File: config.mk
export PLATFORM = sky130hd
export DESIGN_NAME = pst_vertex_mem
export DESIGN_NICKNAME = d
export VERILOG_FILES = /design/src/sv/assert_macros.svh /design/src/sv/pst_vertex_mem.sv
export SDC_FILE = /design/constraint.sdc
export NUM_CORES = 1
export LEC_CHECK = 0
export BUFFER_PORTS_ARGS = -buffer_cell sky130_fd_sc_hd__buf_2
export CAP_MARGIN = 20
export CELL_PAD_IN_SITES_DETAIL_PLACEMENT = 1
export CELL_PAD_IN_SITES_GLOBAL_PLACEMENT = 1
export CORE_ASPECT_RATIO = 1.5
export CORE_MARGIN = 2
export CORE_UTILIZATION = 59
export DETAILED_ROUTE_END_ITERATION = 6
export PLACE_DENSITY_LB_ADDON = 0.1
export SYNTH_ARGS = -nofsm -noshare
export SYNTH_HDL_FRONTEND = slang
export SYNTH_SLANG_ARGS = --single-unit
File: constraint.sdc
create_clock -name clock -period 10.1 [get_ports clock]
set_input_delay 2.02 -clock clock [delete_from_list [all_inputs] [get_ports clock]]
set_output_delay 2.02 -clock clock [all_outputs]
set_load 0.005 [all_outputs]
File: src/sv/assert_macros.svh
// assertion macros shared by the collision test block
// no dependencies; bodies are empty when SYNTHESIS is defined
`ifndef ASSERT_MACROS_SVH
`define ASSERT_MACROS_SVH
`ifndef SYNTHESIS
`define PST_ASSERT(label, clk, rst, prop) \
   label: assert property (@(posedge clk) disable iff (rst) prop) \
      else $error("%m: property failed");
`define PST_ASSERT_NEVER(label, clk, rst, cond) \
   label: assert property (@(posedge clk) disable iff (rst) !(cond)) \
      else $error("%m: forbidden condition seen");
`else
`define PST_ASSERT(label, clk, rst, prop)
`define PST_ASSERT_NEVER(label, clk, rst, cond)
`endif
`endif

File: src/sv/pst_vertex_mem.sv
// vertex store of one polygon: one write port, one registered read port
// no package dependencies
module pst_vertex_mem #(
   parameter int DEPTH = 16
) (
   input  logic                     clock,
   input  logic                     wr_en,
   input  logic [$clog2(DEPTH)-1:0] wr_addr,
   input  logic [63:0]              wr_data,
   input  logic [$clog2(DEPTH)-1:0] rd_addr,
   output logic [63:0]              rd_data
);

   logic [63:0] mem [DEPTH];
   logic [63:0] rd_data_ff;

   always_ff @(posedge clock) begin
      if (wr_en) begin
         mem[wr_addr] <= wr_data;
      end
      rd_data_ff <= mem[rd_addr];
   end

   assign rd_data = rd_data_ff;

endmodule

# ---- After elaboration in Yosys (flattened, before gate mapping)
# Memories as Yosys holds them, arrays and structs flattened. A register that Yosys moved wholly into a read port is not among the register bits.
# Cells that the tools add are included.
# W data, S select, Z words.
dict set report op_classes {
  n_mux 2
}
# operator count
set op_table {}
lappend op_table {{$mux W1} 2}
dict set report word_totals {
  reg_bits 0
  n_memories 1
  mem_bits_rw 1024
}
# name depth word_bits read_ports rd_clocked_by_memory_dff write_ports line_no
set mem_list {}
lappend mem_list {mem 16 64 1 1 1 pst_vertex_mem.sv:14} ;# logic [63:0] mem [DEPTH];

# ---- Logic depth before layout (Yosys ltp)
dict set report depth {
  depth_word 2
  mapped_depth 6
}

# ---- Worst setup path before layout
# OpenSTA, ideal clock, no wires.
dict set report synth_path {
  path_kind {in2reg}
  from {input port wr_addr[2]}
  to {memory mem[0][0] (enable)}
  setup_ns 0.565
  cell_stages 2
  path_buffers 0
  path_slack_ns 2.651
  arrival_ns 6.883
  path_cell_list {or3b_2 > nor3_1}
}
# item line_no
set synth_lines {}
lappend synth_lines {{start: declaration} pst_vertex_mem.sv:8} ;# input logic [$clog2(DEPTH)-1:0] wr_addr,
lappend synth_lines {{end: declaration} pst_vertex_mem.sv:14}
# No word-level cell before the write port.

# ---- Final worst setup path
dict set report layout_path {
  from {input port wr_addr[2]}
  to {memory mem[2][36] (enable)}
}
# No word-level cell before the write port.

==> impl_metrics.env <==
export IMPL_grt_use_met1_pct=37.48
export IMPL_die_area_um2=69220
export IMPL_hold_buffers=0
export IMPL_drt_initial_drc_count=2015
export IMPL_status="finished clean"
export IMPL_fmax_mhz=241.8
export IMPL_synth_seq_cells=1088
export IMPL_avgSynthCellArea_um2=24.03
export IMPL_port_buffers=137
export IMPL_initial_core_util_pct=59.42
export IMPL_synth_fp_nets=1721
export IMPL_finalMaxSlewViolations=0
export IMPL_area_growth_pct=12.88
export IMPL_crit_arrival_ps=4400
export IMPL_drive_gt1_share_pct=31.07
export IMPL_wl_um=92780
export IMPL_dp_hpwl_um=44200
export IMPL_drc=0
export IMPL_path_clk_slew_ps=60
export IMPL_cts_resized=0
export IMPL_synth_common_cells="edfxtp_1, mux4_2, a22oi_1, nand2_1, dfxtp_1"
export IMPL_synth_yosys_seq_area_share_pct=80.92
export IMPL_wl_per_cell_um=33.03
export IMPL_grt_pass1_wl_um=136800
export IMPL_cts_tree="yes"
export IMPL_crit_type="in2reg"
export IMPL_firstDrtPassIters=5
export IMPL_hp_class="reg2reg"
export IMPL_async_reset_ff_share_pct=0
export IMPL_endpoint_kind="register"
export IMPL_worstMarginPinSlew_ps=1045
export IMPL_die_h_um=321.2
export IMPL_post_cts_buffers=0
export IMPL_syn_inst=1647
export IMPL_cts_sinks=1088
export IMPL_numCtsBuffers=96
export IMPL_synth_area_um2=39580
export IMPL_busiest_layer="met2"
export IMPL_ant_nets=0
export IMPL_crit_path_start_kind="input pin"
export IMPL_core_area_um2=66620
export IMPL_ys_warnings_count=0
export IMPL_die_w_um=215.5
export IMPL_cp_max_fo=43
export IMPL_yosysMostFrequentCell="edfxtp_1"
export IMPL_synth_distinct_cells=18
export IMPL_grt_max_degree=167
export IMPL_finalHoldViolations=0
export IMPL_avgViaCountPerCell=6.493
export IMPL_finalSetupViolCount=0
export IMPL_row_count=116
export IMPL_clock_path_buffers=3
export IMPL_synth_area_leader_cell="edfxtp_1"
export IMPL_final_area_um2=44680
export IMPL_grt_use_total_pct=27.75
export IMPL_drv_cap=0
export IMPL_cellLeakagePower_uw=0.01437
export IMPL_cts_root_buffer="clkbuf_16"
export IMPL_grt_pass1_vias=20250
export IMPL_vias=18240
export IMPL_power_density_nw_per_um2=208.2
export IMPL_synthTopCellsByArea="edfxtp_1, mux4_2, dfxtp_1, a22oi_1, nand2_1"
export IMPL_min_period_over_period_pct=40.95
export IMPL_grt_util_met3_pct=4.700
export IMPL_h_tree_depth=3
export IMPL_synth_edf_count=1024
export IMPL_setup_tns_final_ps=0
export IMPL_max_slew_margin_pct=30.33
export IMPL_yosysTopAreaCellShare_pct=77.69
export IMPL_grtUsageMet2_pct=46.84
export IMPL_nets=1909
export IMPL_finalCriticalPeriod_ps=4136
export IMPL_place_area_um2=41380
export IMPL_boundaryPins=138
export IMPL_ir_drop_mv=0.1621
export IMPL_gp_congestion=0.7129
export IMPL_yosys_most_used_dff="edfxtp_1"
export IMPL_cp_data_required_time_ps=10370
export IMPL_rsz0062_at_grt="no"
export IMPL_fin_skew_ps=16.83
export IMPL_overflow=0
export IMPL_antenna_found_initial=9
export IMPL_clk_latency_ps=660
[layout by cell type, fill, tap and decap left out, types with 4 or more instances in the layout]
| master | count |
|---|---|
| a22oi_1 | 128 |
| buf_2 | 135 |
| buf_4 | 35 |
| bufinv_16 | 10 |
| clkbuf_1 | 27 |
| clkbuf_16 | 101 |
| clkbuf_8 | 15 |
| clkinv_1 | 9 |
| clkinv_2 | 14 |
| dfxtp_1 | 64 |
| diode_2 | 6 |
| edfxtp_1 | 1024 |
| mux4_2 | 256 |
| nand2_1 | 65 |
| nor2_4 | 13 |
| nor3_2 | 4 |
[cell families (layout without fill, tap and decap cells)]
group / count (synthesis) / in the layout / share of synthesized area [%]
AO/OA/AOI/OAI: 128 / 128 / 2.428
buffers and inverters: 84 / 355 / 1.141
flip-flops: 1088 / 1088 / 80.92
multiplexers: 256 / 256 / 14.57
other: 0 / 6 / 0
AND/OR/NAND/NOR: 91 / 91 / 0.9420
[final cells by class]
cell class / instances / area [um^2]
diodes: 6 / 15.01
repair buffers: 174 / 1008
fillers: 5108 / 21940
multi-input cells: 475 / 7234
clock buffers: 143 / 2835
flip-flops and latches: 1088 / 32030
well taps: 885 / 1107
clock inverters: 38 / 449.2
[worst max-delay path, cell delays in order]
cell and delay (ps):
buf_2 110, or3b_2 590, nor2_4 730, buf_4 900
[state kept, by name (all words and copies together), names as in the netlist]
register  cells
mem        1024
rd_data      64
[metal layers]
metal | wire, um | vias to the layer above
met5 | 56 | -
met4 | 2429 | 8
met3 | 6666 | 183
met2 | 47910 | 768
met1 | 35720 | 9856
li1 | - | 7424
[worst paths after layout]
kind | from | to | slack [ps] | cells past startpoint
max reg2reg | mem[11][37]$_DFFE_PP_ | rd_data[37]$_DFF_P_ | 8670 | 3
min | mem[15][53]$_DFFE_PP_ | rd_data[53]$_DFF_P_ | 670 | 3
min reg2reg | mem[15][53]$_DFFE_PP_ | rd_data[53]$_DFF_P_ | 670 | 3
max | wr_addr[2] | mem[2][36]$_DFFE_PP_ | 5960 | 4
[through the flow]
stage / total power, uW / hold WS [ps] / worst slack, ps / utilization, % / cells
2_1_floorplan: 5412 / 634.9 / 2651 / - / 1647
3_3_place_gp: 5588 / 646.3 / 5304 / 62.12 / 2622
3_5_place_dp: 5615 / 664.6 / 5260 / 62.12 / 2622
4_1_cts: 9371 / 676.3 / 5958 / 67.05 / 2803
5_1_grt: 9549 / 709.7 / 5790 / 67.05 / 2805
6_report: 9305 / 674.5 / 5964 / 67.07 / 2809
[power by group]
part           internal, uW  total, uW  leakage [uW]  switching [uW]
clock                  2200       3790       0.00161            1590
combinational           173        429       0.00297             256
sequential             5050       5090       0.00979            38.9
total                  7420       9300        0.0144            1880
(Power assumes the default switching activity.)
