**src/sv/assert_macros.svh**
```systemverilog
// assertion macros shared by the collision test block
// no dependencies; bodies are empty when SYNTHESIS is defined
`ifndef ASSERT_MACROS_SVH
`define ASSERT_MACROS_SVH
`ifndef SYNTHESIS
`define PST_ASSERT(label, clk, rst, prop) \
   label: assert property (@(posedge clk) disable iff (rst) prop) \
      else $error("%m: property failed");
`define PST_ASSERT_NEVER(label, clk, rst, cond) \
   label: assert property (@(posedge clk) disable iff (rst) !(cond)) \
      else $error("%m: forbidden condition seen");
`else
`define PST_ASSERT(label, clk, rst, prop)
`define PST_ASSERT_NEVER(label, clk, rst, cond)
`endif
`endif

```
**src/sv/pst_pkg.sv**
```systemverilog
// types and constants of the polygon separating-axis collision test
// used by every module of the block but the vertex store; no dependencies
package pst_pkg;

   typedef enum logic [1:0] {
      MODE_VTX_A   = 2'd0,
      MODE_VTX_B   = 2'd1,
      MODE_POS_A   = 2'd2,
      MODE_COMPUTE = 2'd3
   } mode_type;

   typedef enum logic [1:0] {
      STATUS_OK  = 2'd0,
      STATUS_FEW = 2'd1,
      STATUS_OVF = 2'd2
   } status_type;

   typedef enum logic [4:0] {
      ST_IDLE,
      ST_EDGE_I,
      ST_EDGE_J,
      ST_EDGE_DIFF,
      ST_SQ_X,
      ST_SQ_Y,
      ST_SQ_SUM,
      ST_SQRT_WAIT,
      ST_DIV_X,
      ST_DIV_Y,
      ST_PROJ_RD,
      ST_PROJ_MX,
      ST_PROJ_MY,
      ST_PROJ_ACC,
      ST_EVAL,
      ST_FLIP_X,
      ST_FLIP_Y,
      ST_FLIP_C,
      ST_DONE
   } state_type;

   typedef struct packed {
      logic busy;
      logic done;
   } unit_stat_type;

   localparam int          MIN_VERTS  = 3;
   localparam int          DIV_W      = 46;
   localparam int          UNIT_SHIFT = 14;
   localparam logic [50:0] ROUND_HALF = 51'd8192;
   localparam logic [30:0] DEPTH_MAX  = 31'h7fff_ffff;

endpackage

```
**src/sv/pst_divider.sv**
```systemverilog
// restoring divider, one quotient bit per cycle
// depends on pst_pkg for the dividend width and unit status struct
module pst_divider (
   input  logic                          clock,
   input  logic                          reset,
   input  logic                          start,
   input  logic [pst_pkg::DIV_W-1:0]     dividend,
   input  logic [31:0]                   divisor,
   output pst_pkg::unit_stat_type        stat,
   output logic [pst_pkg::DIV_W-1:0]     quotient
);

   localparam int DW = pst_pkg::DIV_W;

   logic [DW-1:0] quo_ff;
   logic [31:0]   rem_ff;
   logic [31:0]   den_ff;
   logic [5:0]    cnt_ff;
   logic          busy_ff;
   logic          done_ff;
   logic [32:0]   trial;
   logic [32:0]   diff;
   logic          ge;

   assign trial = {rem_ff, quo_ff[DW-1]};
   assign ge    = (trial >= {1'b0, den_ff});
   assign diff  = trial - {1'b0, den_ff};

   always_ff @(posedge clock) begin
      if (reset) begin
         busy_ff <= 1'b0;
         done_ff <= 1'b0;
         cnt_ff  <= '0;
      end else begin
         done_ff <= 1'b0;
         if (start) begin
            busy_ff <= 1'b1;
            cnt_ff  <= 6'(DW);
         end else if (busy_ff) begin
            cnt_ff <= cnt_ff - 6'd1;
            if (cnt_ff == 6'd1) begin
               busy_ff <= 1'b0;
               done_ff <= 1'b1;
            end
         end
      end
   end

   always_ff @(posedge clock) begin
      if (start) begin
         quo_ff <= dividend;
         rem_ff <= '0;
         den_ff <= divisor;
      end else if (busy_ff) begin
         rem_ff <= ge ? diff[31:0] : trial[31:0];
         quo_ff <= {quo_ff[DW-2:0], ge};
      end
   end

   assign stat.busy = busy_ff;
   assign stat.done = done_ff;
   assign quotient  = quo_ff;

endmodule

```
**config.mk**
```make
export PLATFORM = sky130hd
export DESIGN_NAME = pst_divider
export DESIGN_NICKNAME = d
export VERILOG_FILES = /design/src/sv/assert_macros.svh /design/src/sv/pst_pkg.sv /design/src/sv/pst_divider.sv
export SDC_FILE = /design/constraint.sdc
export NUM_CORES = 1
export LEC_CHECK = 0
export BUFFER_PORTS_ARGS = -buffer_cell sky130_fd_sc_hd__buf_2
export CORE_MARGIN = 2
export CORE_UTILIZATION = 50
export DETAILED_ROUTE_END_ITERATION = 10
export GPL_ROUTABILITY_DRIVEN = 0
export PLACE_DENSITY = 0.77
export SYNTH_ARGS = -nofsm -noshare
export SYNTH_HDL_FRONTEND = slang
export SYNTH_SLANG_ARGS = --single-unit
```
**constraint.sdc**
```tcl
create_clock -name clock -period 2.24 [get_ports clock]
set_input_delay 0.56 -clock clock [delete_from_list [all_inputs] [get_ports clock]]
set_output_delay 0.56 -clock clock [all_outputs]
set_load 0.01 [all_outputs]
```
## Word-level counts from Yosys, hierarchy flattened

Index checks and enable logic that the tools add are counted.

- Register bits after elaboration: 118
- Bits of input ports: 81
- Output and inout bits: 48
- Word-level logic and storage cells: 24

- Add/sub/neg operators: 2
- Order comparisons: 1
- Equality and inequality tests: 1
- Multiplexer cells: 9
- Bitwise gates (word level): 1
- Reductions and logical operators: 3

Operators with widths:

| kind | count |
|---|---|
| 2-to-1 mux 46 bit | 2 |
| >= comparator 33 x 32 -> 1 bit | 1 |
| 2-to-1 mux 32 bit | 1 |
| subtractor 32 bit | 1 |
| 2-to-1 mux 6 bit | 2 |
| equality test 6 x 1 -> 1 bit, second input constant | 1 |
| subtractor 6 x 1 -> 6 bit, second input constant | 1 |
| 2-to-1 mux 1 bit | 4 |
| OR reduction 3 bit | 1 |
| nonzero test 2 bit | 1 |
| OR reduction 2 bit | 1 |
| NOT 1 bit | 1 |

## Logic depth before layout (Yosys ltp)

- Depth after elaboration: 4
- Gate-level depth with buffers: 13
- Mapped depth without buffers: 12

## Worst setup path before layout

Ideal clock, no wire load.

- Path type: reg2reg
- Start point: reg quo_ff[45], in the netlist quotient[45]
- End point: reg rem_ff[20]
- Library setup time: 0.129 ns
- Arrival: 2.374 ns
- Required time: 2.111 ns
- Slack: -0.263 ns
- Stages on the path, launching flop included: 13
- Buffers on the path: 0
- Clock period less this slack: 2.503 ns
- Cells stage by stage: edfxtp_1 -> inv_1 -> ha_1 -> fa_1 -> nor2b_1 -> o31a_1 -> o2111ai_1 -> nand3_1 -> nand2_1 -> xnor2_1 -> mux2_2 -> mux2i_1 -> nor2_1

- Cells in the longest elaborated chain, start to end: 2
- Elaborated cells on any way between the ends: 3
- Classes of those cells: 1 x add/sub; 1 x order compare; 1 x mux

RTL lines:

| element | RTL line | RTL |
|---|---|---|
| start, declared | pst_divider.sv:15 | `logic [DW-1:0] quo_ff;` |
| start signal, assigned | pst_divider.sv:51 | `quo_ff <= dividend;` |
| start signal, assigned | pst_divider.sv:56 | `quo_ff <= {quo_ff[DW-2:0], ge};` |
| subtractor 32 bit / >= comparator 33 x 32 -> 1 bit (equally long branches) | pst_divider.sv:27, pst_divider.sv:26 |  |
| 2-to-1 mux 32 bit * | pst_divider.sv:55 | `rem_ff <= ge ? diff[31:0] : trial[31:0];` |
| end signal, assigned | pst_divider.sv:55 |  |
| end, declared | pst_divider.sv:16 | `logic [31:0] rem_ff;` |

Mark *: on every way between the ends. The rest lies on a longest branch, timed or not.
A chain may end at the register's enable or synchronous reset.

## Worst setup path after layout

- Start point: reg den_ff[20]
- End point: reg rem_ff[29]

- Cells in the longest elaborated chain, start to end: 2
- Elaborated cells on any way between the ends: 3
- Classes of those cells: 1 x add/sub; 1 x order compare; 1 x mux

RTL lines:

| element | RTL line | RTL |
|---|---|---|
| start, declared | pst_divider.sv:17 | `logic [31:0] den_ff;` |
| start signal, assigned | pst_divider.sv:53 | `den_ff <= divisor;` |
| subtractor 32 bit / >= comparator 33 x 32 -> 1 bit (equally long branches) | pst_divider.sv:27, pst_divider.sv:26 |  |
| 2-to-1 mux 32 bit * | pst_divider.sv:55 |  |

Marks and branches as above.

==> results by group <==
Run status
  • Result of the run: finished, violations left
  • Violated checks: negative setup slack

Critical path
  • Launch instance of the worst register-to-register path: den_ff[20]$_DFFE_PP_
  • Type of element launching the critical path: flop
  • Worst reg-to-reg setup slack: -0.46 ns
  • Crit path from: den_ff[20]$_DFFE_PP_
  • Endpoint of the lowest-slack register-to-register path: rem_ff[29]$_SDFFE_PP0P_
  • Crit path to: rem_ff[29]$_SDFFE_PP0P_
  • Worst reg-to-reg path cell count: 12
  • Worst endpoint required time: 2.58 ns
  • Worst Path Arrival: 3.04 ns
  • Maximum fanout along the worst path: 4
  • Critical path class: flop to flop
  • Nature of the critical path endpoint: flop

Synthesis
  • Sequential fraction of the synthesis area: 47.2%
  • Most used flip-flop cell after synthesis: sky130_fd_sc_hd__edfxtp_1
  • Post-synthesis net count: 753
  • Synthesized instance count: 637
  • Fraction of synthesis flops using an asynchronous set or reset pin: 0%
  • Number of synthesis warnings: 0
  • Flops & latches, synth: 118
  • Cell area after synthesis: 0.00666 mm^2
  • Number of library cell types mapped by synthesis: 64
  • Number of synthesized flops with an enable pin: 78
  • Mean area per synthesized cell: 10.4 um^2

Timing
  • Maximum frequency from static timing analysis: 370 MHz
  • Relative slew slack: 66.8%
  • Final hold violation count: 0
  • Unrepaired setup endpoints after global routing: true
  • Setup TNS after final layout: -12.07 ns
  • Final Worst Setup Slack: -0.460 ns
  • Final setup violation count: 33
  • Pin slew with the least headroom to its limit: 0.498 ns
  • Final slew viol count: 0
  • Worst Clk Skew: 0.00781 ns
  • Minimum period implied by the final worst setup slack: 2.70 ns
  • Tcrit/Tclk final: 121%

CTS
  • Number of buffers added to fix hold violations after cts: 0
  • Clock latency at the later pin of the worst-skew pair: 0.42 ns
  • Num Clock Sinks: 118
  • Number of buffers on the longest clock path: 2
  • Clock Pin Slew Worst Setup and Hold Paths: 0.06 ns
  • Cts bufs inserted: 17
  • Clock root buffer: sky130_fd_sc_hd__clkbuf_16
  • H-tree depth: 4
  • TritonCTS clock tree: done

Layout
  • Final-stage net count: 1,034
  • Combined area of the multi-input logic cells: 0.00388 mm^2
  • Number of inserted diodes: 0
  • Number of fillers in the final layout: 817
  • Design area: 0.0100 mm^2
  • Sequential cell area in the final layout: 0.00314 mm^2
  • Syn-to-layout area delta: 50.6%
  • Share of layout cells above drive strength 1: 53.9%

Pwr
  • Reported leakage power: 4.30 nW
  • Power density relative to cell area: 752 mW/mm^2
  • Overall power consumption: 7.54 mW
  • Maximum ir drop on the vdd rail: 0.000575 V

Routing
  • Remaining DRCs: 0
  • Drt pass-1 iters: 5
  • DRC marker count from the first detailed-route iteration: 543
  • Total wire length: 21.7 mm
  • Final routed wire length divided by cell count: 19.6 um
  • Total via count in the routed design: 6,457
  • Via density: 5.83
  • Post-route ant nets: 0

Floorplanning
  • Die boundary width: 119 um
  • Area of the placeable core: 0.0131 mm^2
  • Num rows: 42
  • I/O pin cnt: 129
  • Die area: 0.0143 mm^2
  • Starting Density: 50.7%
  • Chip Height: 119 um

Hold path
  • Cell count of the worst hold path: 1
  • Hold Crit Class: input port to flop

Global routing
  • Global-route wire length before repair: 31.5 mm
  • GRT Total Usage: 28.1%
  • Gr ovfl total: 0
  • Number of global-route vias before repair: 6,450
  • Number of antenna violations at the first check in global routing: 0
  • Maximum number of pins on one net before global-route repair: 71

Place
  • Detailed placement HPWL: 12.8 mm
  • # port buffers: 128
  • Placed Instance Area: 0.00848 mm^2

Flow run
  • Number of max-capacitance violations reported: 0
-- report_power, final --
part           internal [mW]  leakage, nW  switching [mW]
clock                   1.40        0.238            1.03
sequential              2.55         1.11           0.126
combinational           1.19         2.95            1.24
-- area by class of cell --
| cell class | count | area share (%) |
|---|---|---|
| Clock buffer | 19 | 4.32 |
| Multi-Input combinational cell | 436 | 38.7 |
| Sequential cell | 118 | 31.4 |
| Inverter | 46 | 1.72 |
| Clock inverter | 13 | 0.861 |
| Tap cell | 176 | 2.20 |
| Timing Repair Buffer | 299 | 20.8 |
-- how the worst min path moves through the flow --
stage | from | end | slack, ns
final | divisor[8] | den_ff[8]$_DFFE_PP_ | 0.31
after global placement | rem_ff[0]$_SDFFE_PP0P_ | rem_ff[0]$_SDFFE_PP0P_ | 0.52
after global routing | divisor[9] | den_ff[9]$_DFFE_PP_ | 0.29
after CTS | divisor[8] | den_ff[8]$_DFFE_PP_ | 0.29
after floorplan | rem_ff[1]$_SDFFE_PP0P_ | rem_ff[1]$_SDFFE_PP0P_ | 0.46
after detailed placement | rem_ff[4]$_SDFFE_PP0P_ | rem_ff[4]$_SDFFE_PP0P_ | 0.53
-- state kept, by name, indices dropped and copies added (netlist names) --
| name | cells |
|---|---|
| done_ff | 1 |
| busy_ff | 1 |
| den_ff | 32 |
| cnt_ff | 6 |
| rem_ff | 32 |
| quotient | 46 |
-- cell usage in the layout (no fill, tap or decap), types with 17 or more instances in the layout --
| master | n |
|---|---|
| sky130_fd_sc_hd__nand2_1 | 25 |
| sky130_fd_sc_hd__inv_1 | 35 |
| sky130_fd_sc_hd__a21oi_2 | 17 |
| sky130_fd_sc_hd__dfxtp_1 | 39 |
| sky130_fd_sc_hd__buf_4 | 151 |
| sky130_fd_sc_hd__edfxtp_1 | 78 |
| sky130_fd_sc_hd__clkbuf_16 | 19 |
| sky130_fd_sc_hd__ha_1 | 17 |
| sky130_fd_sc_hd__buf_2 | 127 |
| sky130_fd_sc_hd__a211oi_2 | 17 |
| sky130_fd_sc_hd__a21oi_1 | 38 |
| sky130_fd_sc_hd__nor2_1 | 40 |
| sky130_fd_sc_hd__mux2_2 | 45 |
| sky130_fd_sc_hd__ha_4 | 17 |
-- timing repair --
item,in CTS,in global routing
endpoints found under the setup margin,33,33
setup buffers,23,10
pin swaps,39,48
resized for setup,64,81
cloned,1,3
-- stage by stage --
| step | std cells | setup slack [ns] | util, % | hold slack [ns] |
|---|---|---|---|---|
| 3_3_place_gp | 1038 | -0.366 | 64.5 | 0.516 |
| 4_1_cts | 1094 | -0.261 | 72.3 | 0.293 |
| 5_1_grt | 1107 | -0.546 | 76.3 | 0.293 |
| 6_report | 1107 | -0.460 | 76.3 | 0.309 |
| 2_1_floorplan | 637 | -0.136 | - | 0.464 |
| 3_5_place_dp | 1038 | -0.407 | 64.5 | 0.529 |
-- worst max-delay path: stages (launching register included) --
cell and delay (ns):
sky130_fd_sc_hd__edfxtp_1 0.32, sky130_fd_sc_hd__inv_1 0.06, sky130_fd_sc_hd__ha_1 0.35, sky130_fd_sc_hd__buf_4 0.15, sky130_fd_sc_hd__nand2_1 0.09, sky130_fd_sc_hd__o21ai_1 0.26, sky130_fd_sc_hd__inv_1 0.13, sky130_fd_sc_hd__or3_1 0.38
sky130_fd_sc_hd__o21ai_0 0.13, sky130_fd_sc_hd__a21o_1 0.19, sky130_fd_sc_hd__nor3_1 0.08, sky130_fd_sc_hd__o311a_1 0.35, sky130_fd_sc_hd__nor3_1 0.13
-- cell usage after synthesis (3+ instances only) --
master,instances,area share [%]
sky130_fd_sc_hd__a211oi_1,17,1.9
sky130_fd_sc_hd__nor2b_1,7,0.66
sky130_fd_sc_hd__buf_4,6,0.68
sky130_fd_sc_hd__and3_1,4,0.38
sky130_fd_sc_hd__o21ai_1,7,0.53
sky130_fd_sc_hd__o211ai_1,8,0.90
sky130_fd_sc_hd__buf_2,6,0.45
sky130_fd_sc_hd__mux2i_1,4,0.60
sky130_fd_sc_hd__edfxtp_1,78,35
sky130_fd_sc_hd__xor2_1,13,1.7
sky130_fd_sc_hd__inv_1,46,2.6
sky130_fd_sc_hd__a31oi_1,8,0.75
sky130_fd_sc_hd__clkbuf_1,22,1.2
sky130_fd_sc_hd__nand3_1,12,0.90
sky130_fd_sc_hd__nor3_1,7,0.53
sky130_fd_sc_hd__o211a_1,5,0.75
sky130_fd_sc_hd__nor3b_1,4,0.45
sky130_fd_sc_hd__a211oi_2,5,0.94
sky130_fd_sc_hd__nor2_1,53,3.0
sky130_fd_sc_hd__o21ai_0,19,1.4
sky130_fd_sc_hd__ha_1,34,6.4
sky130_fd_sc_hd__xnor2_1,15,2.0
sky130_fd_sc_hd__nand2_1,30,1.7
sky130_fd_sc_hd__a21o_1,10,1.1
sky130_fd_sc_hd__nand4_1,11,1.0
sky130_fd_sc_hd__mux2_2,47,8.0
sky130_fd_sc_hd__a21oi_1,58,4.4
sky130_fd_sc_hd__or3_1,3,0.28
sky130_fd_sc_hd__dfxtp_1,40,12
sky130_fd_sc_hd__nand2b_1,6,0.56
sky130_fd_sc_hd__o2111ai_1,3,0.39
sky130_fd_sc_hd__o21a_1,5,0.56
sky130_fd_sc_hd__buf_6,3,0.51
sky130_fd_sc_hd__or2_2,3,0.28
-- metal layers --
layer	track usage (%)	vias up	routed length, um
li1	-	2888	-
met1	33.0	3046	8010
met2	47.3	414	10800
met3	7.90	109	1840
met4	14.1	0	1030
met5	0	-	0
-- cells by family after synthesis --
kind of cell / count (synthesis) / share of synthesized area [%]
flip-flops: 118 / 47.2
AND/OR/NAND/NOR: 154 / 11.5
buffers and inverters: 84 / 5.53
adder cells (fa/ha/maj): 35 / 6.69
multiplexers: 51 / 8.55
AO/OA/AOI/OAI: 167 / 16.8
XOR/XNOR: 28 / 3.68
Power figures use the tool's default switching activity.
