File: src/sv/assert_macros.svh
// assertion macros shared by the collision test block
// no dependencies; bodies are empty when SYNTHESIS is defined
`ifndef ASSERT_MACROS_SVH
`define ASSERT_MACROS_SVH
`ifndef SYNTHESIS
`define PST_ASSERT(label, clk, rst, prop) \
   label: assert property (@(posedge clk) disable iff (rst) prop) \
      else $error("%m: property failed");
`define PST_ASSERT_NEVER(label, clk, rst, cond) \
   label: assert property (@(posedge clk) disable iff (rst) !(cond)) \
      else $error("%m: forbidden condition seen");
`else
`define PST_ASSERT(label, clk, rst, prop)
`define PST_ASSERT_NEVER(label, clk, rst, cond)
`endif
`endif

File: src/sv/pst_pkg.sv
// types and constants of the polygon separating-axis collision test
// used by every module of the block but the vertex store; no dependencies
package pst_pkg;

   typedef enum logic [1:0] {
      MODE_VTX_A   = 2'd0,
      MODE_VTX_B   = 2'd1,
      MODE_POS_A   = 2'd2,
      MODE_COMPUTE = 2'd3
   } mode_type;

   typedef enum logic [1:0] {
      STATUS_OK  = 2'd0,
      STATUS_FEW = 2'd1,
      STATUS_OVF = 2'd2
   } status_type;

   typedef enum logic [4:0] {
      ST_IDLE,
      ST_EDGE_I,
      ST_EDGE_J,
      ST_EDGE_DIFF,
      ST_SQ_X,
      ST_SQ_Y,
      ST_SQ_SUM,
      ST_SQRT_WAIT,
      ST_DIV_X,
      ST_DIV_Y,
      ST_PROJ_RD,
      ST_PROJ_MX,
      ST_PROJ_MY,
      ST_PROJ_ACC,
      ST_EVAL,
      ST_FLIP_X,
      ST_FLIP_Y,
      ST_FLIP_C,
      ST_DONE
   } state_type;

   typedef struct packed {
      logic busy;
      logic done;
   } unit_stat_type;

   localparam int          MIN_VERTS  = 3;
   localparam int          DIV_W      = 46;
   localparam int          UNIT_SHIFT = 14;
   localparam logic [50:0] ROUND_HALF = 51'd8192;
   localparam logic [30:0] DEPTH_MAX  = 31'h7fff_ffff;

endpackage

File: src/sv/pst_isqrt.sv
// iterative integer square root, two radicand bits per cycle
// depends on pst_pkg for the unit status struct
module pst_isqrt (
   input  logic                   clock,
   input  logic                   reset,
   input  logic                   start,
   input  logic [63:0]            radicand,
   output pst_pkg::unit_stat_type stat,
   output logic [31:0]            root
);

   logic [63:0] v_ff;
   logic [63:0] res_ff;
   logic [63:0] bit_ff;
   logic [5:0]  cnt_ff;
   logic        busy_ff;
   logic        done_ff;
   logic [63:0] trial;
   logic        take;

   assign trial = res_ff + bit_ff;
   assign take  = (v_ff >= trial);

   always_ff @(posedge clock) begin
      if (reset) begin
         busy_ff <= 1'b0;
         done_ff <= 1'b0;
         cnt_ff  <= '0;
      end else begin
         done_ff <= 1'b0;
         if (start) begin
            busy_ff <= 1'b1;
            cnt_ff  <= 6'd32;
         end else if (busy_ff) begin
            cnt_ff <= cnt_ff - 6'd1;
            if (cnt_ff == 6'd1) begin
               busy_ff <= 1'b0;
               done_ff <= 1'b1;
            end
         end
      end
   end

   always_ff @(posedge clock) begin
      if (start) begin
         v_ff   <= radicand;
         res_ff <= '0;
         bit_ff <= 64'h4000_0000_0000_0000;
      end else if (busy_ff) begin
         if (take) begin
            v_ff   <= v_ff - trial;
            res_ff <= (res_ff >> 1) + bit_ff;
         end else begin
            res_ff <= res_ff >> 1;
         end
         bit_ff <= bit_ff >> 2;
      end
   end

   assign stat.busy = busy_ff;
   assign stat.done = done_ff;
   assign root      = res_ff[31:0];

endmodule

File: config.mk
export PLATFORM = sky130hd
export DESIGN_NAME = pst_isqrt
export DESIGN_NICKNAME = d
export VERILOG_FILES = /design/src/sv/assert_macros.svh /design/src/sv/pst_pkg.sv /design/src/sv/pst_isqrt.sv
export SDC_FILE = /design/constraint.sdc
export NUM_CORES = 1
export LEC_CHECK = 0
export ABC_AREA = 1
export BUFFER_PORTS_ARGS = -buffer_cell sky130_fd_sc_hd__buf_2
export CAP_MARGIN = 10
export CORE_ASPECT_RATIO = 2
export CORE_MARGIN = 4
export CORE_UTILIZATION = 35
export CTS_BUF_LIST = sky130_fd_sc_hd__clkbuf_4
export DETAILED_ROUTE_END_ITERATION = 7
export PLACE_DENSITY = 0.6
export SYNTH_ARGS = -nofsm -noshare
export SYNTH_HDL_FRONTEND = slang
export SYNTH_SLANG_ARGS = --single-unit
File: constraint.sdc
create_clock -name clock -period 6.46 [get_ports clock]
set_input_delay 0.969 -clock clock [delete_from_list [all_inputs] [get_ports clock]]
set_output_delay 0.969 -clock clock [all_outputs]
set_load 0.005 [all_outputs]
### Word-level counts from Yosys, hierarchy flattened

Cells that the tools add are included.

| storage, ports and cells | value |
|---|---|
| output and inout port bits | 34 |
| logic and storage cells | 29 |
| register bits | 168 |

| operators by class | value |
|---|---|
| $lt $le $gt $ge | 1 |
| equality and inequality tests | 1 |
| bitwise gates (word level) | 1 |
| mux-type cells | 10 |
| reductions and logical operators | 5 |
| add/sub/neg operators | 4 |

Operator list:

| cell | number |
|---|---|
| 64-bit 2-to-1 mux | 4 |
| 63-bit by 63-bit adder with 64-bit output | 1 |
| 64-bit by 63-bit adder with 64-bit output | 1 |
| 64-bit >= comparator | 1 |
| 64-bit subtractor | 1 |
| 6-bit 2-to-1 mux | 2 |
| 6-bit by 1-bit == test with 1-bit output, second input constant | 1 |
| 6-bit by 1-bit subtractor with 6-bit output, second input constant | 1 |
| 1-bit 2-to-1 mux | 4 |
| 2-bit nonzero test | 2 |
| 3-bit OR reduction | 1 |
| 2-bit AND reduction | 1 |
| 2-bit OR reduction | 1 |
| 1-bit inverter | 1 |

### Longest topological paths before layout

Gate-level depths: netlist (run 1).

| depth | value |
|---|---|
| depth after elaboration | 5 |
| depth in mapped cells | 31 |
| gate-level depth less buffers | 30 |

### Worst setup path after synthesis (run 1)

No wires, ideal clock.

| path | value |
|---|---|
| path kind | reg2reg |
| start | reg res_ff[12] |
| end | reg v_ff[0] (enable) |
| slack | -0.649 ns |
| buffers on the path | 1 |
| setup time | 0.524 ns |
| stages on the path, launching flop included | 20 |
| data arrival time | 6.585 ns |
| cell sequence | dfxtp_1 > ha_1 > nand2_1 > nor2_1 > nand4_1 > o21ai_0 > a21o_1 > nand2_1 > nand2_1 > nand3_1 > nand3_1 > nand2_1 > ha_1 > nand2_1 > nor3_2 > nand2_1 > nor2_1 > a21oi_4 > clkbuf_1 > a31oi_1 |

| on the way | value |
|---|---|
| word-level cells in the longest chain between the ends | 4 |

RTL lines:

| what | line | text |
|---|---|---|
| start: declaration | pst_isqrt.sv:13 | `logic [63:0] res_ff;` |
| start signal: assignment | pst_isqrt.sv:52 | `res_ff <= (res_ff >> 1) + bit_ff;` |
| start signal: assignment | pst_isqrt.sv:54 | `res_ff <= res_ff >> 1;` |
| 64-bit by 63-bit adder with 64-bit output | pst_isqrt.sv:21 | `assign trial = res_ff + bit_ff;` |
| 64-bit >= comparator | pst_isqrt.sv:22 | `assign take = (v_ff >= trial);` |
| 2-bit nonzero test (no source line) | -- |  |
| 2-bit AND reduction (no source line) | -- |  |
| end signal: assignment | pst_isqrt.sv:46 | `v_ff <= radicand;` |
| end signal: assignment | pst_isqrt.sv:51 | `v_ff <= v_ff - trial;` |
| end: declaration | pst_isqrt.sv:12 | `logic [63:0] v_ff;` |

No other way between the ends.
A chain may end at the register's enable or synchronous reset.

### Worst setup path after layout (run 1)

| path | value |
|---|---|
| start | reg res_ff[12] |
| end | reg v_ff[62] (enable) |

Same word-level chain as after synthesis.

==> run_summary.xml, run 1 <==
<?xml version="1.0" encoding="UTF-8"?>
<metrics>
  <group name="outcome">
    <metric name="status" unit="">finished clean</metric>
  </group>
  <group name="sta">
    <metric name="achievable_freq" unit="MHz">169</metric>
    <metric name="slew_violations" unit="">0</metric>
    <metric name="grt_setup_unrepaired" unit="">false</metric>
    <metric name="tns" unit="ns">0</metric>
    <metric name="setup_violations" unit="">0</metric>
    <metric name="period_minus_slack" unit="ns">5.93</metric>
    <metric name="hold-worst-slack" unit="ns">0.409</metric>
    <metric name="slew_headroom" unit="">0.327</metric>
    <metric name="report.final.hold_viol_count" unit="">0</metric>
    <metric name="max_slew.worst_pin.slew" unit="ns">1.01</metric>
    <metric name="finClkSkew" unit="ns">0.0493</metric>
    <metric name="timing.final.crit_share" unit="">0.918</metric>
  </group>
  <group name="routing">
    <metric name="drc_violation_count_after_routing" unit="">0</metric>
    <metric name="routed-via-count" unit="">22290</metric>
    <metric name="route.final.wire_length" unit="um">89100</metric>
    <metric name="routedWlPerCell" unit="um">21.1</metric>
    <metric name="initial_detailed_routing_violation_count" unit="">1490</metric>
    <metric name="routed_via_density" unit="">5.28</metric>
    <metric name="drt_pass1_iterations" unit="">6</metric>
    <metric name="drtAntennaViolNets" unit="">0</metric>
  </group>
  <group name="layout">
    <metric name="area_delta_synth_final" unit="%">6.75</metric>
    <metric name="layout.cell_area.non_filler" unit="mm^2">0.0210</metric>
    <metric name="nNetsFinal" unit="">3666</metric>
    <metric name="layout_common_cells" unit="">1126 x sky130_fd_sc_hd__nand2_1, 491 x sky130_fd_sc_hd__inv_1, 371 x sky130_fd_sc_hd__nor2_1</metric>
    <metric name="final_core_utilization" unit="">0.378</metric>
    <metric name="layout-drive-gt1-share" unit="">0.0624</metric>
    <metric name="final_cell_count_no_fill" unit="">4224</metric>
    <metric name="mostFrequentLayoutCell" unit="">sky130_fd_sc_hd__nand2_1</metric>
  </group>
  <group name="global_route">
    <metric name="number_of_global_route_vias_before_repair" unit="">22618</metric>
    <metric name="grt_use_met3" unit="">0.0308</metric>
    <metric name="grt_overflow_total" unit="">0</metric>
    <metric name="grt_max_degree" unit="">76</metric>
    <metric name="grt_util_all_layers" unit="">0.289</metric>
    <metric name="grt_use_met2" unit="">0.546</metric>
    <metric name="grt_antenna_before_repair" unit="">1</metric>
    <metric name="layer_with_the_highest_usage_after_global_routing" unit="">met2</metric>
    <metric name="global_route_wire_length_before_repair" unit="um">130000</metric>
    <metric name="global_route.usage.met1" unit="">0.262</metric>
  </group>
  <group name="setup_path">
    <metric name="timing.critical_path.to_type" unit="">flip-flop</metric>
    <metric name="critPathRequiredTime" unit="ns">6.87</metric>
    <metric name="cp_max_fo" unit="">64</metric>
    <metric name="timing.critical_path.arrival" unit="ns">6.33</metric>
    <metric name="timing_worst_setup_path_type" unit="">reg -&gt; reg</metric>
    <metric name="setup.worst_path.start_class" unit="">flip-flop</metric>
  </group>
  <group name="clock_network">
    <metric name="clkSinkCount" unit="">168</metric>
    <metric name="cts_hold_buffers" unit="">0</metric>
    <metric name="worst_setup_hold_path_clk_slew" unit="ns">0.18</metric>
    <metric name="cts_tree" unit="">done</metric>
    <metric name="cts_root_buffer" unit="">sky130_fd_sc_hd__clkbuf_4</metric>
    <metric name="clkLatencyLatePin" unit="ns">0.73</metric>
    <metric name="cts-htree-levels" unit="">4</metric>
    <metric name="maximum_buffer_depth_of_the_clock_tree" unit="">2</metric>
    <metric name="cts_post_setup_buffers_inserted" unit="">0</metric>
    <metric name="cts-buffers-inserted" unit="">17</metric>
    <metric name="ctsResizeCount" unit="">0</metric>
  </group>
  <group name="synth">
    <metric name="synth-xor-area-share" unit="">0.0369</metric>
    <metric name="netlist-cell-type-count" unit="">50</metric>
    <metric name="yosys.area_share.simple" unit="">0.416</metric>
    <metric name="synth-compound-area-share" unit="">0.134</metric>
    <metric name="post_synth_mux_area_share" unit="">0</metric>
    <metric name="synth_seq_area_share" unit="">0.203</metric>
    <metric name="postSynth.topFlopCell" unit="">sky130_fd_sc_hd__dfxtp_1</metric>
    <metric name="ys_warn_count" unit="">0</metric>
    <metric name="postSynthCellCount" unit="">3424</metric>
    <metric name="synth.avg_cell_area" unit="um^2">5.75</metric>
    <metric name="number_of_synthesized_register_bits" unit="">168</metric>
    <metric name="combinational_family_with_the_most_area_after_synthesis" unit="">simple AND/OR/NAND/NOR gates</metric>
    <metric name="syn_area" unit="mm^2">0.0197</metric>
    <metric name="yosys.area_share.adder" unit="">0.0850</metric>
    <metric name="syn_nets" unit="">3624</metric>
    <metric name="synth-edff-count" unit="">64</metric>
    <metric name="synthArstFlopShare" unit="">0</metric>
  </group>
  <group name="power">
    <metric name="leakagePower" unit="nW">9.42</metric>
    <metric name="power_density" unit="mW/mm^2">335</metric>
    <metric name="ir_drop" unit="mV">0.197</metric>
  </group>
  <group name="placement">
    <metric name="place.detailed.instances" unit="">4191</metric>
    <metric name="place.port_buffers" unit="">100</metric>
    <metric name="gpl.final_weighted_congestion" unit="">1.07</metric>
    <metric name="dpl.hpwl" unit="um">74400</metric>
    <metric name="dpl-instance-area" unit="mm^2">0.0207</metric>
  </group>
  <group name="floorplanning">
    <metric name="rows" unit="">122</metric>
    <metric name="floorplan.io_pins" unit="">101</metric>
    <metric name="core" unit="mm^2">0.0556</metric>
    <metric name="fp.dieH" unit="um">343</metric>
    <metric name="full_die_area" unit="mm^2">0.0603</metric>
    <metric name="start_util" unit="">0.354</metric>
    <metric name="die_x" unit="um">176</metric>
  </group>
  <group name="hold_path">
    <metric name="hold_path.class" unit="">in -&gt; reg</metric>
  </group>
  <group name="job">
    <metric name="timing.max_cap.violations" unit="">0</metric>
  </group>
</metrics>
## registers in the layout (all words and copies together) (netlist names)
name / cells
res_ff: 64
busy_ff: 1
done_ff: 1
cnt_ff: 6
bit_ff: 32
v_ff: 64
## power by group
part | switching (mW) | internal [mW] | leakage (nW)
Clock | 0.495 | 0.205 | 0.138
Combinational | 3.19 | 1.46 | 7.81
Sequential | 0.239 | 1.45 | 1.48
Total | 3.92 | 3.12 | 9.42
## cells by family (layout without fill, tap and decap cells)
family,count (synthesis),in the layout
AO/OA/AOI/OAI,483,483
XOR/XNOR,83,83
adder cells (fa/ha/maj),133,133
buffers and inverters,598,653
flip-flops,168,168
other,0,1
AND/OR/NAND/NOR,1959,1959
## cells in the mapped netlist (2+ instances only)
| library cell | instances | area [um^2] |
|---|---|---|
| sky130_fd_sc_hd__inv_1 | 493 | 1850 |
| sky130_fd_sc_hd__nand3_2 | 11 | 110 |
| sky130_fd_sc_hd__buf_2 | 19 | 95.1 |
| sky130_fd_sc_hd__a31oi_1 | 7 | 43.8 |
| sky130_fd_sc_hd__dfxtp_1 | 104 | 2080 |
| sky130_fd_sc_hd__nand2_1 | 1126 | 4230 |
| sky130_fd_sc_hd__a21oi_2 | 3 | 26.3 |
| sky130_fd_sc_hd__o211ai_1 | 4 | 30.0 |
| sky130_fd_sc_hd__nand3_1 | 302 | 1510 |
| sky130_fd_sc_hd__a21o_1 | 15 | 113 |
| sky130_fd_sc_hd__o21bai_1 | 23 | 173 |
| sky130_fd_sc_hd__nor2_2 | 12 | 75.1 |
| sky130_fd_sc_hd__o21ai_0 | 180 | 901 |
| sky130_fd_sc_hd__nand2_4 | 2 | 22.5 |
| sky130_fd_sc_hd__or2_2 | 18 | 113 |
| sky130_fd_sc_hd__nand3b_1 | 25 | 188 |
| sky130_fd_sc_hd__buf_1 | 3 | 11.3 |
| sky130_fd_sc_hd__nand2_2 | 5 | 31.3 |
| sky130_fd_sc_hd__xor2_1 | 40 | 350 |
| sky130_fd_sc_hd__o21a_1 | 6 | 45.0 |
| sky130_fd_sc_hd__nand4_1 | 31 | 194 |
| sky130_fd_sc_hd__buf_6 | 2 | 22.5 |
| sky130_fd_sc_hd__nor3_1 | 39 | 195 |
| sky130_fd_sc_hd__ha_1 | 132 | 1650 |
| sky130_fd_sc_hd__o22ai_1 | 30 | 188 |
| sky130_fd_sc_hd__inv_2 | 8 | 30.0 |
| sky130_fd_sc_hd__xnor2_1 | 43 | 377 |
| sky130_fd_sc_hd__a21boi_0 | 4 | 30.0 |
| sky130_fd_sc_hd__o21ai_1 | 18 | 90.1 |
| sky130_fd_sc_hd__clkbuf_1 | 34 | 128 |
| sky130_fd_sc_hd__buf_12 | 2 | 40.0 |
| sky130_fd_sc_hd__a21oi_1 | 186 | 931 |
| sky130_fd_sc_hd__edfxtp_1 | 64 | 1920 |
| sky130_fd_sc_hd__buf_4 | 35 | 263 |
| sky130_fd_sc_hd__nor2_1 | 373 | 1400 |
| sky130_fd_sc_hd__nor3_2 | 2 | 20.0 |
| sky130_fd_sc_hd__a211oi_1 | 3 | 22.5 |
| sky130_fd_sc_hd__nor4_1 | 8 | 50.1 |
## layout make-up
type	count	area (um^2)
Inverter	502	1880
Clock inverter	14	136
Fill cell	6509	34600
Sequential cell	168	4000
Tap cell	744	931
Multi-Input combinational cell	2658	13200
Timing Repair Buffer	119	668
Antenna cell	1	2.50
Clock buffer	18	135
## per-stage QoR
step                      power (mW)  setup slack (ns)
final                           7.04             0.533
after global routing            7.61             0.382
after CTS                       7.00             0.787
after detailed placement        6.29             0.849
after global placement          6.28             0.921
after floorplan                 4.92             0.908
## layer usage
layer	vias to the layer above	share of wire
li1	11087	-
met4	0	0.12
met5	-	0
met3	333	0.037
met1	10142	0.32
met2	728	0.52
## worst max-delay path: stages (launching register included)
cell and delay [ns]:
sky130_fd_sc_hd__dfxtp_1 0.45, sky130_fd_sc_hd__ha_1 0.41, sky130_fd_sc_hd__nand2_1 0.11, sky130_fd_sc_hd__nor2_1 0.26
sky130_fd_sc_hd__nand4_1 0.23, sky130_fd_sc_hd__o21ai_0 0.47, sky130_fd_sc_hd__a21o_1 0.29, sky130_fd_sc_hd__nand2_1 0.08
sky130_fd_sc_hd__nand2_1 0.26, sky130_fd_sc_hd__nand3_1 0.23, sky130_fd_sc_hd__nand3_1 0.13, sky130_fd_sc_hd__nand2_1 0.08
sky130_fd_sc_hd__ha_1 0.39, sky130_fd_sc_hd__a21o_1 0.22, sky130_fd_sc_hd__nand3_1 0.07, sky130_fd_sc_hd__nand2_1 0.08
sky130_fd_sc_hd__a21oi_1 0.46, sky130_fd_sc_hd__nand2_1 0.20, sky130_fd_sc_hd__a21oi_4 0.19, sky130_fd_sc_hd__buf_4 0.51
sky130_fd_sc_hd__a31oi_4 0.18, sky130_fd_sc_hd__buf_12 0.26
## final timing paths
check | cells past startpoint | slack, ns | endpoint | from
worst max-delay path | 21 | 0.53 | v_ff[62] | res_ff[12]
worst min-delay path | 2 | 0.41 | busy_ff | reset
worst max register to register | 21 | 0.53 | v_ff[62] | res_ff[12]
worst min register to register | 2 | 0.50 | cnt_ff[0] | cnt_ff[0]
(Power assumes the default switching activity.)
==> inputs of run 2 (changes only) <==
--- a/config.mk
+++ b/config.mk
@@ -7,13 +7,12 @@
 export LEC_CHECK = 0
 export ABC_AREA = 1
 export BUFFER_PORTS_ARGS = -buffer_cell sky130_fd_sc_hd__buf_2
-export CAP_MARGIN = 10
 export CORE_ASPECT_RATIO = 2
 export CORE_MARGIN = 4
 export CORE_UTILIZATION = 35
 export CTS_BUF_LIST = sky130_fd_sc_hd__clkbuf_4
 export DETAILED_ROUTE_END_ITERATION = 7
-export PLACE_DENSITY = 0.6
+export PLACE_DENSITY = 0.58
 export SYNTH_ARGS = -nofsm -noshare
 export SYNTH_HDL_FRONTEND = slang
 export SYNTH_SLANG_ARGS = --single-unit
==> constraint.sdc (replaced) <==
create_clock -name clock -period 7.4 [get_ports clock]
set_input_delay 1.11 -clock clock [delete_from_list [all_inputs] [get_ports clock]]
set_output_delay 1.11 -clock clock [all_outputs]
set_load 0.005 [all_outputs]
==> run_summary.xml, run 2 (same netlist as run 1, synthesis figures left out) <==
<?xml version="1.0" encoding="UTF-8"?>
<metrics>
  <group name="power">
    <metric name="power.internal" unit="mW">2.77</metric>
    <metric name="leakagePower" unit="nW">9.42</metric>
    <metric name="netSwitchingFraction" unit="">0.550</metric>
    <metric name="pwr-share-seq" unit="">0.240</metric>
    <metric name="clockPowerShare" unit="">0.111</metric>
    <metric name="ir_drop" unit="mV">0.181</metric>
    <metric name="pwr-share-comb" unit="">0.650</metric>
    <metric name="p_sw" unit="mW">3.38</metric>
    <metric name="power_density" unit="mW/mm^2">293</metric>
  </group>
  <group name="hold_path">
    <metric name="hold_path.class" unit="">reg -&gt; reg</metric>
    <metric name="min-delay-start" unit="">cnt_ff[0]</metric>
  </group>
  <group name="sta">
    <metric name="timing.final.crit_share" unit="">0.806</metric>
    <metric name="setup_violations" unit="">0</metric>
    <metric name="period_minus_slack" unit="ns">5.96</metric>
    <metric name="slew_violations" unit="">0</metric>
    <metric name="slew_headroom" unit="">0.428</metric>
    <metric name="achievable_freq" unit="MHz">168</metric>
    <metric name="tns" unit="ns">0</metric>
    <metric name="report.final.hold_viol_count" unit="">0</metric>
    <metric name="max_slew.worst_pin.slew" unit="ns">0.849</metric>
    <metric name="finClkSkew" unit="ns">0.0498</metric>
    <metric name="setup_slack" unit="ns">1.44</metric>
    <metric name="hold-worst-slack" unit="ns">0.509</metric>
    <metric name="grt_setup_unrepaired" unit="">false</metric>
  </group>
  <group name="clock_network">
    <metric name="cts_hold_buffers" unit="">0</metric>
    <metric name="maximum_buffer_depth_of_the_clock_tree" unit="">2</metric>
    <metric name="clkLatencyLatePin" unit="ns">0.72</metric>
    <metric name="cts_tree" unit="">done</metric>
    <metric name="cts_root_buffer" unit="">sky130_fd_sc_hd__clkbuf_4</metric>
    <metric name="cts_post_setup_buffers_inserted" unit="">0</metric>
    <metric name="cts-htree-levels" unit="">4</metric>
    <metric name="clkSinkCount" unit="">168</metric>
    <metric name="worst_setup_hold_path_clk_slew" unit="ns">0.19</metric>
    <metric name="cts-buffers-inserted" unit="">17</metric>
    <metric name="ctsResizeCount" unit="">0</metric>
  </group>
  <group name="global_route">
    <metric name="number_of_global_route_vias_before_repair" unit="">23307</metric>
    <metric name="grt_antenna_before_repair" unit="">1</metric>
    <metric name="grt_overflow_total" unit="">0</metric>
    <metric name="grt_max_degree" unit="">65</metric>
    <metric name="grt_util_all_layers" unit="">0.293</metric>
    <metric name="global_route_wire_length_before_repair" unit="um">133000</metric>
  </group>
  <group name="floorplanning">
    <metric name="rows" unit="">122</metric>
    <metric name="start_util" unit="">0.354</metric>
    <metric name="floorplan.io_pins" unit="">101</metric>
    <metric name="die_x" unit="um">176</metric>
    <metric name="core" unit="mm^2">0.0556</metric>
    <metric name="fp.dieH" unit="um">343</metric>
    <metric name="full_die_area" unit="mm^2">0.0603</metric>
  </group>
  <group name="setup_path">
    <metric name="critical_path.max_stage_delay" unit="ns">0.58</metric>
    <metric name="rr_startpoint" unit="">res_ff[12]</metric>
    <metric name="worst_path_dominant_cell_family" unit="">simple AND/OR/NAND/NOR gates</metric>
    <metric name="cp_max_fo" unit="">64</metric>
    <metric name="setup.worst_path.start_class" unit="">flip-flop</metric>
    <metric name="cp_common_cell" unit="">sky130_fd_sc_hd__nand2_1</metric>
    <metric name="timing.critical_path.to_type" unit="">flip-flop</metric>
    <metric name="timing.critical_path.arrival" unit="ns">6.33</metric>
    <metric name="worstPathCellList" unit="">ha_1 &gt; nand2_1 &gt; nor2_1 &gt; nand4_1 &gt; o21ai_0 &gt; a21o_1 &gt; nand2_1 &gt; nand2_1 &gt; xnor2_1 &gt; ha_1 &gt; nand2_1 &gt; nor2_2 &gt; nand2_1 &gt; nor2_2 &gt; nand4_1 &gt; nand3_2 &gt; nand2_4 &gt; buf_4 &gt; a31oi_4 &gt; buf_12</metric>
    <metric name="timing_worst_setup_path_type" unit="">reg -&gt; reg</metric>
    <metric name="combined_buffer_and_inverter_count_along_the_critical_path" unit="">2</metric>
    <metric name="worstSetupStartpoint" unit="">res_ff[12]</metric>
    <metric name="critPathSlowestCell" unit="">sky130_fd_sc_hd__o21ai_0</metric>
    <metric name="critPathRequiredTime" unit="ns">7.77</metric>
  </group>
  <group name="routing">
    <metric name="routed-via-count" unit="">22304</metric>
    <metric name="routedWlPerCell" unit="um">21.2</metric>
    <metric name="routed_via_density" unit="">5.29</metric>
    <metric name="initial_detailed_routing_violation_count" unit="">1443</metric>
    <metric name="drt_pass1_iterations" unit="">8</metric>
    <metric name="drtAntennaViolNets" unit="">0</metric>
    <metric name="route.final.wire_length" unit="um">89600</metric>
    <metric name="drc_violation_count_after_routing" unit="">0</metric>
  </group>
  <group name="layout">
    <metric name="final_core_utilization" unit="">0.378</metric>
    <metric name="layout-drive-gt1-share" unit="">0.0608</metric>
    <metric name="area_delta_synth_final" unit="%">6.73</metric>
    <metric name="mostFrequentLayoutCell" unit="">sky130_fd_sc_hd__nand2_1</metric>
    <metric name="layout_common_cells" unit="">1126 x sky130_fd_sc_hd__nand2_1, 491 x sky130_fd_sc_hd__inv_1, 371 x sky130_fd_sc_hd__nor2_1</metric>
    <metric name="largestRegisters" unit="">res_ff: 64 flops, v_ff: 64 flops, bit_ff: 32 flops</metric>
    <metric name="nNetsFinal" unit="">3660</metric>
    <metric name="layout_filler_cell_count" unit="">6514</metric>
  </group>
  <group name="outcome">
    <metric name="status" unit="">finished clean</metric>
  </group>
  <group name="job">
    <metric name="timing.max_cap.violations" unit="">0</metric>
  </group>
  <group name="placement">
    <metric name="dpl_worst_slack" unit="ns">1.67</metric>
    <metric name="place.port_buffers" unit="">100</metric>
    <metric name="dpl.hpwl" unit="um">75100</metric>
    <metric name="gpl.final_weighted_congestion" unit="">1.04</metric>
  </group>
</metrics>
-- run 2: changes by cell type in the layout (fill, tap and decap cells not counted), sizes merged --
| cell | change |
|---|---|
| buf | -6 |
| bufinv | +2 |
| clkbuf | -1 |
| clkinv | +5 |
| clkinvlp | -3 |
| diode | +1 |
| inv | -3 |
-- run 2: final cells by class --
cell class / count / area [um^2] / share of cell area
Sequential cell: 168 / 4000 / 0.191
Multi-Input combinational cell: 2658 / 13200 / 0.631
Timing Repair Buffer: 113 / 611 / 0.0291
Antenna cell: 2 / 5.00 / 0.000238
Clock inverter: 15 / 194 / 0.00924
Tap cell: 744 / 931 / 0.0443
Inverter: 502 / 1880 / 0.0897
Clock buffer: 17 / 128 / 0.00608
-- run 2: metrics by stage --
step	std cells	power (mW)	instance area, um^2
after global routing	4218	6.64	21000
after detailed placement	4185	5.45	20700
after CTS	4217	6.15	21000
after floorplan	3424	4.30	19700
final	4219	6.15	21000
after global placement	4185	5.46	20700
-- run 2: worst paths after layout --
check	slack, ns	depth (start not counted)	endpoint
min reg2reg	0.51	2	cnt_ff[0]
min	0.51	2	cnt_ff[0]
max	1.44	20	v_ff[63]
max reg2reg	1.44	20	v_ff[63]
-- run 2: worst min-delay path, stage by stage (launching register included) --
cell,delay [ns]
sky130_fd_sc_hd__dfxtp_1,0.37
sky130_fd_sc_hd__nand2_1,0.07
sky130_fd_sc_hd__a21oi_1,0.05
-- run 2: per-layer routing --
layer  global-route usage  share of wire
met5                    0              0
met4                0.285           0.12
met3               0.0266          0.032
met2                0.552           0.52
met1                0.266           0.33
-- run 2: power by group through the flow --
stage	Clock [mW]	Combinational (mW)	Sequential [mW]
CTS	0.705	3.98	1.47
floorplan	0	2.89	1.41
global placement	0	3.96	1.49
finish	0.680	3.99	1.47
global route	0.720	4.43	1.50
detailed placement	0	3.96	1.49
